[src/rtl/core/magcpc_pkg.sv]
// Shared types and constants of the magnetometer calibration point collector.
package magcpc_pkg;

  localparam int NUM_AXES  = 3;
  localparam int DIV_STEPS = 32;
  localparam int DIV_CNT_W = $clog2(DIV_STEPS);
  localparam int PTS_W     = 3;

  // Configuration register indexes.
  localparam logic [1:0] CFG_SAMPLE_COUNT = 2'd0;
  localparam logic [1:0] CFG_MOVE_THRESH  = 2'd1;
  localparam logic [1:0] CFG_POS_TIMEOUT  = 2'd2;

  // Calibration mode codes as reported on the result channel.
  localparam logic [1:0] MODE_READY   = 2'd0;
  localparam logic [1:0] MODE_COLLECT = 2'd1;
  localparam logic [1:0] MODE_WAIT    = 2'd2;

  typedef struct packed {
    logic signed [15:0] mag_x;
    logic signed [15:0] mag_y;
    logic signed [15:0] mag_z;
    logic               device_still;
    logic               start_request;
    logic [31:0]        now_ticks;
  } in_item_t;

  typedef struct packed {
    logic               updated;
    logic [1:0]         mode;
    logic               point_valid;
    logic [1:0]         point_index;
    logic signed [15:0] point_x;
    logic signed [15:0] point_y;
    logic signed [15:0] point_z;
    logic               run_done;
    logic               run_aborted;
    logic               clear_request;
  } res_t;

  // Per-axis lane commands issued by the controller.
  typedef struct packed {
    logic clear_sum;
    logic add_sum;
    logic div_load;
    logic div_step;
    logic store_point;
  } lane_ctrl_t;

endpackage

[src/rtl/core/magcpc_in_if.sv]
// Input sample channel interface.
interface magcpc_in_if;
  logic               valid;
  logic               ready;
  logic signed [15:0] mag_x;
  logic signed [15:0] mag_y;
  logic signed [15:0] mag_z;
  logic               device_still;
  logic               start_request;
  logic [31:0]        now_ticks;

  modport source (output valid, mag_x, mag_y, mag_z, device_still, start_request,
                  now_ticks, input ready);
  modport sink (input valid, mag_x, mag_y, mag_z, device_still, start_request,
                now_ticks, output ready);
endinterface

[src/rtl/core/magcpc_out_if.sv]
// Result channel interface.
interface magcpc_out_if;
  logic               valid;
  logic               ready;
  logic               updated;
  logic [1:0]         mode;
  logic               point_valid;
  logic [1:0]         point_index;
  logic signed [15:0] point_x;
  logic signed [15:0] point_y;
  logic signed [15:0] point_z;
  logic               run_done;
  logic               run_aborted;
  logic               clear_request;

  modport source (output valid, updated, mode, point_valid, point_index, point_x,
                  point_y, point_z, run_done, run_aborted, clear_request, input ready);
  modport sink (input valid, updated, mode, point_valid, point_index, point_x,
                point_y, point_z, run_done, run_aborted, clear_request, output ready);
endinterface

[src/rtl/core/magcpc_lane.sv]
// One axis lane: running sum, bit-serial averaging divider, last point and squared offset.
module magcpc_lane
  import magcpc_pkg::*;
(
  input  logic               clk,
  input  logic               rst_n,
  input  lane_ctrl_t         ctrl,
  input  logic signed [15:0] sample,
  input  logic [16:0]        divisor,
  output logic signed [15:0] point,
  output logic [31:0]        sq
);

  logic [31:0]        sum_r;
  logic               neg_r;
  logic [31:0]        quo_r;
  logic [16:0]        rem_r;
  logic signed [15:0] last_r;
  logic [31:0]        sq_r;

  logic [17:0]        trial;
  logic               fits;
  logic [17:0]        diff;
  logic signed [16:0] df;
  logic signed [33:0] prod;

  // Running sum of still samples, wrapping in 32 bits.
  always_ff @(posedge clk) begin
    if (!rst_n || ctrl.clear_sum) begin
      sum_r <= '0;
    end else if (ctrl.add_sum) begin
      sum_r <= sum_r + {{16{sample[15]}}, sample};
    end
  end

  // Restoring division of the sum magnitude, one quotient bit per cycle.
  assign trial = {rem_r, quo_r[31]};
  assign fits  = trial >= {1'b0, divisor};
  assign diff  = trial - {1'b0, divisor};

  always_ff @(posedge clk) begin
    if (ctrl.div_load) begin
      neg_r <= sum_r[31];
      quo_r <= sum_r[31] ? (~sum_r + 32'd1) : sum_r;
      rem_r <= '0;
    end else if (ctrl.div_step) begin
      rem_r <= fits ? diff[16:0] : trial[16:0];
      quo_r <= {quo_r[30:0], fits};
    end
  end

  // Sign restore with saturation to the 16-bit range.
  always_comb begin
    if (!neg_r) begin
      point = (quo_r > 32'd32767) ? 16'sh7FFF : $signed(quo_r[15:0]);
    end else begin
      point = (quo_r > 32'd32768) ? 16'sh8000 : $signed(~quo_r[15:0] + 16'd1);
    end
  end

  // Last stored point and squared offset of the current sample from it.
  always_ff @(posedge clk) begin
    if (ctrl.store_point) begin
      last_r <= point;
    end
  end

  assign df   = $signed({last_r[15], last_r}) - $signed({sample[15], sample});
  assign prod = df * df;

  always_ff @(posedge clk) begin
    sq_r <= prod[31:0];
  end

  assign sq = sq_r;

endmodule

[src/rtl/core/magcpc_merge.sv]
// Merging stage: adds the lane squares and compares against the square of the threshold plus one.
module magcpc_merge
  import magcpc_pkg::*;
(
  input  logic        clk,
  input  logic [31:0] sq [NUM_AXES],
  input  logic [15:0] threshold,
  output logic        moved
);

  logic [33:0] dist_r;
  logic [33:0] lim_sq_r;
  logic [16:0] lim;
  logic [33:0] lim_prod;

  assign lim      = {1'b0, threshold} + 17'd1;
  assign lim_prod = lim * lim;

  // Squared distance and squared limit, registered ahead of the compare.
  always_ff @(posedge clk) begin
    dist_r   <= {2'b00, sq[0]} + {2'b00, sq[1]} + {2'b00, sq[2]};
    lim_sq_r <= lim_prod;
  end

  assign moved = dist_r >= lim_sq_r;

endmodule

[src/rtl/core/mag_calibration_point_collector.sv]
// Top level: control sequencer, three axis lanes, merging stage and output register.
// Result path: an accepted item passes evaluation, then the emit step; in waiting mode
// the two wait steps come between, and for a completed point the lanes' 32-step divider.
// Throughput: one item at a time; the next is accepted once the current result
// moves to the output register.
// Reset (synchronous, rst_n low): ready mode, registers to their defaults, no result.
module mag_calibration_point_collector
  import magcpc_pkg::*;
#(
  parameter int NUM_POINTS = 4
) (
  input  logic                clk,
  input  logic                rst_n,
  magcpc_in_if.sink           in_ch,
  magcpc_out_if.source        out_ch,
  input  logic                cfg_we,
  input  logic [1:0]          cfg_index,
  input  logic [31:0]         cfg_data
);

  typedef enum logic [2:0] {
    S_IDLE, S_EVAL, S_WAIT1, S_WAIT2, S_DLOAD, S_DIV, S_FIN, S_EMIT
  } state_t;

  state_t               state_r;
  logic [15:0]          sample_count_r;
  logic [15:0]          move_threshold_r;
  logic [31:0]          position_timeout_r;
  logic [1:0]           mode_r;
  logic [15:0]          samples_left_r;
  logic [PTS_W-1:0]     points_done_r;
  logic [31:0]          deadline_r;
  logic [DIV_CNT_W-1:0] div_cnt_r;
  in_item_t             in_r;
  res_t                 res_r;
  res_t                 out_res_r;
  logic                 out_valid_r;

  logic [15:0]          samples_left_nxt;
  logic [PTS_W:0]       points_next;
  logic [16:0]          divisor;
  lane_ctrl_t           lane_ctrl;
  logic signed [15:0]   sample [NUM_AXES];
  logic signed [15:0]   point [NUM_AXES];
  logic [31:0]          sq [NUM_AXES];
  logic                 moved;
  logic                 in_fire;
  logic                 can_emit;
  res_t                 eval_res;

  assign in_fire     = in_ch.valid && in_ch.ready;
  assign in_ch.ready = (state_r == S_IDLE);
  assign can_emit    = !out_valid_r || out_ch.ready;

  // A zero sample count stands for 65536 samples.
  assign divisor = (sample_count_r == 16'd0) ? 17'h10000 : {1'b0, sample_count_r};
  assign samples_left_nxt = in_r.device_still ? (samples_left_r - 16'd1) : sample_count_r;
  assign points_next = {1'b0, points_done_r} + {{PTS_W{1'b0}}, 1'b1};

  assign sample[0] = in_r.mag_x;
  assign sample[1] = in_r.mag_y;
  assign sample[2] = in_r.mag_z;

  // Result fields known after the first evaluation step.
  always_comb begin
    eval_res         = '0;
    eval_res.updated = 1'b1;
    eval_res.mode    = MODE_COLLECT;
    if (mode_r == MODE_WAIT) begin
      eval_res.mode = MODE_WAIT;
    end else if (mode_r != MODE_COLLECT && !in_r.start_request) begin
      eval_res.updated = 1'b0;
      eval_res.mode    = MODE_READY;
    end
  end

  // Lane commands for each sequencer step.
  always_comb begin
    lane_ctrl = '0;
    case (state_r)
      S_EVAL: begin
        if (mode_r == MODE_COLLECT) begin
          lane_ctrl.add_sum   = in_r.device_still;
          lane_ctrl.clear_sum = !in_r.device_still;
        end else if (mode_r != MODE_WAIT) begin
          lane_ctrl.clear_sum = in_r.start_request;
        end
      end
      S_WAIT2: lane_ctrl.clear_sum   = 1'b1;
      S_DLOAD: lane_ctrl.div_load    = 1'b1;
      S_DIV:   lane_ctrl.div_step    = 1'b1;
      S_FIN:   lane_ctrl.store_point = 1'b1;
      default: lane_ctrl = '0;
    endcase
  end

  for (genvar a = 0; a < NUM_AXES; a++) begin : g_lane
    magcpc_lane u_lane (
      .clk     (clk),
      .rst_n   (rst_n),
      .ctrl    (lane_ctrl),
      .sample  (sample[a]),
      .divisor (divisor),
      .point   (point[a]),
      .sq      (sq[a])
    );
  end

  magcpc_merge u_merge (
    .clk       (clk),
    .sq        (sq),
    .threshold (move_threshold_r),
    .moved     (moved)
  );

  // Configuration registers.
  always_ff @(posedge clk) begin
    if (!rst_n) begin
      sample_count_r     <= 16'd1024;
      move_threshold_r   <= 16'd175;
      position_timeout_r <= 32'd60000;
    end else if (cfg_we) begin
      case (cfg_index)
        CFG_SAMPLE_COUNT: sample_count_r     <= cfg_data[15:0];
        CFG_MOVE_THRESH:  move_threshold_r   <= cfg_data[15:0];
        CFG_POS_TIMEOUT:  position_timeout_r <= cfg_data;
        default: ;
      endcase
    end
  end

  // Sequencer with calibration state and the result registers.
  always_ff @(posedge clk) begin
    if (!rst_n) begin
      state_r        <= S_IDLE;
      mode_r         <= MODE_READY;
      samples_left_r <= 16'd1024;
      points_done_r  <= '0;
      deadline_r     <= '0;
      div_cnt_r      <= '0;
      out_valid_r    <= 1'b0;
    end else begin
      // In the emit step the output register is reloaded instead.
      if (out_valid_r && out_ch.ready && state_r != S_EMIT) begin
        out_valid_r <= 1'b0;
      end
      case (state_r)
        S_IDLE: begin
          if (in_fire) begin
            in_r.mag_x         <= in_ch.mag_x;
            in_r.mag_y         <= in_ch.mag_y;
            in_r.mag_z         <= in_ch.mag_z;
            in_r.device_still  <= in_ch.device_still;
            in_r.start_request <= in_ch.start_request;
            in_r.now_ticks     <= in_ch.now_ticks;
            state_r            <= S_EVAL;
          end
        end
        S_EVAL: begin
          res_r <= eval_res;
          if (mode_r == MODE_COLLECT) begin
            samples_left_r <= samples_left_nxt;
            if (samples_left_nxt == 16'd0) begin
              deadline_r <= in_r.now_ticks + position_timeout_r;
              state_r    <= S_DLOAD;
            end else begin
              state_r <= S_EMIT;
            end
          end else if (mode_r == MODE_WAIT) begin
            state_r <= S_WAIT1;
          end else begin
            // Ready mode, and the unused code, which acts as ready.
            if (in_r.start_request) begin
              points_done_r  <= '0;
              samples_left_r <= sample_count_r;
              mode_r         <= MODE_COLLECT;
            end else begin
              mode_r <= MODE_READY;
            end
            state_r <= S_EMIT;
          end
        end
        S_WAIT1: state_r <= S_WAIT2;
        S_WAIT2: begin
          samples_left_r <= sample_count_r;
          if (moved) begin
            mode_r     <= MODE_COLLECT;
            res_r.mode <= MODE_COLLECT;
          end else if (in_r.now_ticks > deadline_r) begin
            mode_r              <= MODE_READY;
            res_r.mode          <= MODE_READY;
            res_r.run_aborted   <= 1'b1;
            res_r.clear_request <= 1'b1;
          end else begin
            res_r.mode <= MODE_WAIT;
          end
          state_r <= S_EMIT;
        end
        S_DLOAD: begin
          div_cnt_r <= '0;
          state_r   <= S_DIV;
        end
        S_DIV: begin
          div_cnt_r <= div_cnt_r + 1'b1;
          if (div_cnt_r == DIV_CNT_W'(DIV_STEPS - 1)) begin
            state_r <= S_FIN;
          end
        end
        S_FIN: begin
          res_r.point_valid <= 1'b1;
          res_r.point_index <= points_done_r[1:0];
          res_r.point_x     <= point[0];
          res_r.point_y     <= point[1];
          res_r.point_z     <= point[2];
          points_done_r     <= points_next[PTS_W-1:0];
          if (points_next == (PTS_W + 1)'(NUM_POINTS)) begin
            mode_r              <= MODE_READY;
            res_r.mode          <= MODE_READY;
            res_r.run_done      <= 1'b1;
            res_r.clear_request <= 1'b1;
          end else begin
            mode_r     <= MODE_WAIT;
            res_r.mode <= MODE_WAIT;
          end
          state_r <= S_EMIT;
        end
        S_EMIT: begin
          if (can_emit) begin
            out_res_r   <= res_r;
            out_valid_r <= 1'b1;
            state_r     <= S_IDLE;
          end
        end
        default: state_r <= S_IDLE;
      endcase
    end
  end

  // Result channel driven from the output register.
  assign out_ch.valid         = out_valid_r;
  assign out_ch.updated       = out_res_r.updated;
  assign out_ch.mode          = out_res_r.mode;
  assign out_ch.point_valid   = out_res_r.point_valid;
  assign out_ch.point_index   = out_res_r.point_index;
  assign out_ch.point_x       = out_res_r.point_x;
  assign out_ch.point_y       = out_res_r.point_y;
  assign out_ch.point_z       = out_res_r.point_z;
  assign out_ch.run_done      = out_res_r.run_done;
  assign out_ch.run_aborted   = out_res_r.run_aborted;
  assign out_ch.clear_request = out_res_r.clear_request;

  // A completed point leaves the block waiting, unless it finished the run.
  assert property (@(posedge clk) disable iff (!rst_n)
    out_ch.valid && out_ch.point_valid |-> (out_ch.mode == MODE_WAIT) || out_ch.run_done)
    else $error("point result with unexpected mode");

  // An aborted run always returns to ready and asks for the request to clear.
  assert property (@(posedge clk) disable iff (!rst_n)
    out_ch.valid && out_ch.run_aborted |->
      (out_ch.mode == MODE_READY) && out_ch.clear_request && !out_ch.point_valid)
    else $error("abort result inconsistent");

  // A finished run comes with its last point.
  assert property (@(posedge clk) disable iff (!rst_n)
    out_ch.valid && out_ch.run_done |-> out_ch.point_valid && out_ch.clear_request)
    else $error("done result without point");

  // Only one transaction is in work at a time.
  assert property (@(posedge clk) disable iff (!rst_n)
    in_fire |=> !in_ch.ready)
    else $error("input accepted while busy");

  // The divider runs only while the controller is in the point-completion path.
  assert property (@(posedge clk) disable iff (!rst_n)
    (state_r == S_DIV) |-> (mode_r == MODE_COLLECT))
    else $error("divider active outside collecting mode");

endmodule
[src/flat_wrapper.sv]
// flat-port wrapper written by rule: the top's interface ports become plain ports
module mag_calibration_point_collector_flat import magcpc_pkg::*;
#(
  parameter int NUM_POINTS = 4
)
  (clk, rst_n, cfg_we, cfg_index, cfg_data, in_ch_valid, in_ch_mag_x, in_ch_mag_y, in_ch_mag_z, in_ch_device_still, in_ch_start_request, in_ch_now_ticks, in_ch_ready, out_ch_valid, out_ch_updated, out_ch_mode, out_ch_point_valid, out_ch_point_index, out_ch_point_x, out_ch_point_y, out_ch_point_z, out_ch_run_done, out_ch_run_aborted, out_ch_clear_request, out_ch_ready);
  magcpc_in_if in_ch_i ();
  magcpc_out_if out_ch_i ();
  input  logic clk;
  input  logic rst_n;
  input  logic cfg_we;
  input  logic [1:0] cfg_index;
  input  logic [31:0] cfg_data;
  input wire logic [$bits(in_ch_i.valid)-1:0] in_ch_valid;
  input wire logic [$bits(in_ch_i.mag_x)-1:0] in_ch_mag_x;
  input wire logic [$bits(in_ch_i.mag_y)-1:0] in_ch_mag_y;
  input wire logic [$bits(in_ch_i.mag_z)-1:0] in_ch_mag_z;
  input wire logic [$bits(in_ch_i.device_still)-1:0] in_ch_device_still;
  input wire logic [$bits(in_ch_i.start_request)-1:0] in_ch_start_request;
  input wire logic [$bits(in_ch_i.now_ticks)-1:0] in_ch_now_ticks;
  output wire logic [$bits(in_ch_i.ready)-1:0] in_ch_ready;
  output wire logic [$bits(out_ch_i.valid)-1:0] out_ch_valid;
  output wire logic [$bits(out_ch_i.updated)-1:0] out_ch_updated;
  output wire logic [$bits(out_ch_i.mode)-1:0] out_ch_mode;
  output wire logic [$bits(out_ch_i.point_valid)-1:0] out_ch_point_valid;
  output wire logic [$bits(out_ch_i.point_index)-1:0] out_ch_point_index;
  output wire logic [$bits(out_ch_i.point_x)-1:0] out_ch_point_x;
  output wire logic [$bits(out_ch_i.point_y)-1:0] out_ch_point_y;
  output wire logic [$bits(out_ch_i.point_z)-1:0] out_ch_point_z;
  output wire logic [$bits(out_ch_i.run_done)-1:0] out_ch_run_done;
  output wire logic [$bits(out_ch_i.run_aborted)-1:0] out_ch_run_aborted;
  output wire logic [$bits(out_ch_i.clear_request)-1:0] out_ch_clear_request;
  input wire logic [$bits(out_ch_i.ready)-1:0] out_ch_ready;
  assign in_ch_i.valid = in_ch_valid;
  assign in_ch_i.mag_x = in_ch_mag_x;
  assign in_ch_i.mag_y = in_ch_mag_y;
  assign in_ch_i.mag_z = in_ch_mag_z;
  assign in_ch_i.device_still = in_ch_device_still;
  assign in_ch_i.start_request = in_ch_start_request;
  assign in_ch_i.now_ticks = in_ch_now_ticks;
  assign in_ch_ready = in_ch_i.ready;
  assign out_ch_valid = out_ch_i.valid;
  assign out_ch_updated = out_ch_i.updated;
  assign out_ch_mode = out_ch_i.mode;
  assign out_ch_point_valid = out_ch_i.point_valid;
  assign out_ch_point_index = out_ch_i.point_index;
  assign out_ch_point_x = out_ch_i.point_x;
  assign out_ch_point_y = out_ch_i.point_y;
  assign out_ch_point_z = out_ch_i.point_z;
  assign out_ch_run_done = out_ch_i.run_done;
  assign out_ch_run_aborted = out_ch_i.run_aborted;
  assign out_ch_clear_request = out_ch_i.clear_request;
  assign out_ch_i.ready = out_ch_ready;
  mag_calibration_point_collector #(.NUM_POINTS(NUM_POINTS)) u_core (.clk(clk), .rst_n(rst_n), .in_ch(in_ch_i), .out_ch(out_ch_i), .cfg_we(cfg_we), .cfg_index(cfg_index), .cfg_data(cfg_data));
endmodule
[config.mk]
export PLATFORM = sky130hd
export DESIGN_NAME = mag_calibration_point_collector_flat
export DESIGN_NICKNAME = d
export VERILOG_FILES = /design/src/rtl/core/magcpc_pkg.sv /design/src/rtl/core/magcpc_in_if.sv /design/src/rtl/core/magcpc_out_if.sv /design/src/rtl/core/magcpc_lane.sv /design/src/rtl/core/magcpc_merge.sv /design/src/rtl/core/mag_calibration_point_collector.sv /design/src/flat_wrapper.sv
export SDC_FILE = /design/constraint.sdc
export NUM_CORES = 2
export LEC_CHECK = 0
export BUFFER_PORTS_ARGS = -buffer_cell sky130_fd_sc_hd__buf_2
export CAP_MARGIN = 20
export CORE_MARGIN = 8
export CORE_UTILIZATION = 60
export CTS_CLUSTER_SIZE = 30
export DETAILED_ROUTE_END_ITERATION = 12
export GPL_TIMING_DRIVEN = 0
export PLACE_DENSITY_LB_ADDON = 0.25
export REMOVE_ABC_BUFFERS = 1
export SLEW_MARGIN = 10
export SYNTH_ARGS = -nofsm -noshare
export SYNTH_HDL_FRONTEND = slang
export SYNTH_SLANG_ARGS = --single-unit
[constraint.sdc]
create_clock -name clk -period 13.34 [get_ports clk]
set_clock_uncertainty 0.05 [all_clocks]
set_input_delay 2.668 -clock clk [delete_from_list [all_inputs] [get_ports clk]]
set_output_delay 2.668 -clock clk [all_outputs]
set_load 0.01 [all_outputs]
==> impl_metrics.py <==
metrics = {
    "detailed_routing": {
        "wl_um": 191900,
        "num_vias": 59300,
        "viasPerCell": 5.679,
        "drc_errors": 0,
        "detail-route-antenna-nets": 0,
        "drt-wirelength-per-cell_um": 18.37,
        "firstDrtPassIters": 6,
        "drt_iter0_markers": 4124,
    },
    "worst_setup_path": {
        "critical-path-top-delay-family": "adder cells",
        "path_buf_inv": 4,
        "cp_data_required_time_ps": 13830,
        "end_kind": "flip-flop",
        "r2r_setup_slack_ps": 2750,
        "cp_common_cell": "fa_1",
        "criticalPathCategory": "reg2reg",
        "crit_arrival_ps": 11080,
        "critPathMaxStageDelay_ps": 620,
        "cp_max_fo": 13,
        "crit_slowest_cell": "a2111o_1",
        "startpoint_type": "flip-flop",
    },
    "yosys": {
        "ys_top_cells_by_area": "fa_1 (26%), edfxtp_1 (13%), dfxtp_1 (11%)",
        "ys_ff_latch": 776,
        "ys.warnings.count": 0,
        "ys_seq_area_share_pct": 24.26,
        "synth.distinct_cells": 87,
        "synth_edf_count": 343,
        "async_reset_ff_share_pct": 0,
        "synthCells": 8502,
        "post-synth-top-area-cell": "fa_1",
        "ys.flop_type": "dfxtp_1",
        "syn_avg_cell_area_um2": 9.197,
        "netlist_area_mm2": 0.07819,
        "yosys.area.top_type_share_pct": 25.78,
    },
    "run": {
        "max-cap-violations": 0,
    },
    "hold_path": {
        "holdCritPathClass": "reg2reg",
    },
    "global_routing": {
        "globalRouteOverflowTotal": 0,
        "grt_antenna_before_repair": 5,
        "track_usage_pct": 27.07,
        "grt_max_degree": 105,
        "grt_pass1_vias": 60960,
        "grt_pass1_wl_um": 312400,
    },
    "floorplanning": {
        "design.portCount": 180,
        "dieArea_mm2": 0.1421,
        "rows": 132,
        "fp.dieH_um": 377.0,
        "start_util_pct": 60.39,
        "die_w_um": 377.0,
        "core_area_mm2": 0.1295,
    },
    "placement": {
        "dpl.hpwl_um": 152500,
        "dp_slack_ps": 2761,
        "io_buffers": 179,
        "place_congestion": 0.9509,
        "placed_area_mm2": 0.08151,
    },
    "timing": {
        "tightest_slew_ps": 1249,
        "max_freq_ghz": 0.09439,
        "setup_ws_ps": 2745,
        "hold_viol": 0,
        "whs_ps": 350.8,
        "period_share_pct": 79.42,
        "setup_viol": 0,
        "period_minus_slack_ps": 10590,
        "slew_viol_final": 0,
        "rsz0062_at_grt": "false",
        "slew_headroom_pct": 16.15,
    },
    "clock_tree": {
        "postCtsSetupRepairBufs": 0,
        "worstSkewPairLatency_ps": 710,
        "cts.clk_slew.worst_paths_ps": 80,
        "hold_buffers": 0,
        "cts_made_buffers": 87,
        "clk_path_buf_depth": 3,
        "htree_levels": 3,
        "cts_tree": "built",
        "root_buffer": "clkbuf_16",
        "cts_sinks": 776,
        "ctsResizeCount": 0,
    },
    "final_layout": {
        "multi_input_area_mm2": 0.05288,
        "syn2layout_area_growth_pct": 8.443,
        "nFillCells": 10440,
        "drive_above_1_share_pct": 5.635,
        "final-seq-area_mm2": 0.01897,
        "post-route-cell-area_mm2": 0.08479,
        "utilization_pct": 65.48,
        "fin_nets": 10420,
    },
    "run_status": {
        "status": "finished clean",
    },
}
-- path summary, 6_finish.rpt --
kind                            depth (start not counted)                        endpoint             start
worst max-delay path                                   33  u_core.g_lane[2].u_lane.sq[31]   u_core.in_r[35]
worst min-delay path                                    0       u_core.out_ch.point_z[12]  u_core.res_r[15]
worst max register to register                         33  u_core.g_lane[2].u_lane.sq[31]   u_core.in_r[35]
worst min register to register                          0       u_core.out_ch.point_z[12]  u_core.res_r[15]
-- cell type report --
type,instances,share of cell area (%)
Antenna cell,5,0.01476
Sequential cell,776,22.37
Clock buffer,107,2.802
Tap cell,1742,2.570
Inverter,1542,6.841
Clock inverter,57,0.9606
Multi-Input combinational cell,5977,62.36
Timing Repair Buffer,237,2.081
-- layout by cell type (no fill, tap or decap), types with 17 or more instances in the layout --
master | synthesis | routed
o311ai_0 | 17 | 17
o31ai_1 | 40 | 39
buf_2 | 12 | 179
nor2_1 | 692 | 689
o211ai_1 | 20 | 20
or2_2 | 25 | 25
xor2_1 | 193 | 192
dfxtp_1 | 433 | 433
o21a_1 | 73 | 73
clkbuf_16 | 0 | 90
nand3_1 | 122 | 122
nor2b_1 | 78 | 78
or3_1 | 65 | 65
fa_1 | 1007 | 1007
nor4_1 | 30 | 30
and3_1 | 27 | 26
edfxtp_1 | 343 | 343
nor3_1 | 106 | 105
and2_1 | 70 | 70
buf_4 | 2 | 24
xnor2_1 | 270 | 257
a211oi_1 | 51 | 51
o311ai_1 | 21 | 21
a21o_1 | 145 | 145
a31oi_1 | 37 | 37
or4_1 | 22 | 22
ha_1 | 670 | 670
nand2_1 | 909 | 905
inv_1 | 1517 | 1516
a21oi_1 | 453 | 451
clkinv_1 | 17 | 21
o21ai_0 | 385 | 384
nand4_1 | 46 | 46
o21bai_1 | 35 | 35
nand2b_1 | 72 | 72
mux2i_1 | 44 | 44
-- sequential cells by signal (all words and copies together) (netlist names), 32 cells and up --
register                     flops
u_core.in_r                     82
u_core.g_lane.u_lane.last_r     48
u_core.position_timeout_r       32
u_core.u_merge.lim_sq_r         33
u_core.u_merge.dist_r           34
u_core.res_r                    57
u_core.g_lane.u_lane.sum_r      96
u_core.g_lane.u_lane.sq         93
u_core.g_lane.u_lane.quo_r      96
u_core.g_lane.u_lane.rem_r      51
u_core.deadline_r               32
-- Yosys cell counts, drive strengths merged (26+ instances only) --
master,n
o21ai,387
o21bai,35
o21a,73
nand2b,72
mux2i,44
o311ai,42
nand3,122
nor3,108
nand2,909
ha,670
edfxtp,343
a31oi,37
a211oi,51
a21o,145
nand4,46
xnor2,270
inv,1525
xor2,193
or3,71
nor2b,78
nor2,692
a21oi,453
and3,27
dfxtp,433
nor4,33
fa,1007
o31ai,40
buf,26
and2,70
clkbuf,193
-- metal layers --
metal | global-route usage (%) | part of all wire, % | wire length (um) | vias to the layer above
met5 | 0 | 0.0068 | 13 | -
met1 | 35.56 | 42 | 80030 | 29210
met4 | 10.15 | 3.8 | 7250 | 2
met2 | 45.13 | 48 | 91550 | 1797
met3 | 4.589 | 6.8 | 13010 | 421
li1 | - | - | - | 27870
-- logic make-up after synthesis --
family / count (synthesis) / share of synthesized area, %
mux: 47 / 0.6065
other cells: 2 / 0.009605
xor+xnor: 463 / 5.186
flops: 776 / 24.26
fa+ha+maj: 1677 / 36.50
compound gates: 1450 / 11.58
simple gates: 2326 / 13.37
buf+inv: 1761 / 8.483
-- metrics by stage --
step                std cells  setup TNS [ps]
CTS                     10430               0
finish                  10440               0
floorplan                8295               0
detailed placement      10270               0
global placement        10220          -13580
global route            10440               0
Power is left out: the tool's default activity adds up to more than one toggle a clock period on the data nets, which glitch-free logic cannot reach.
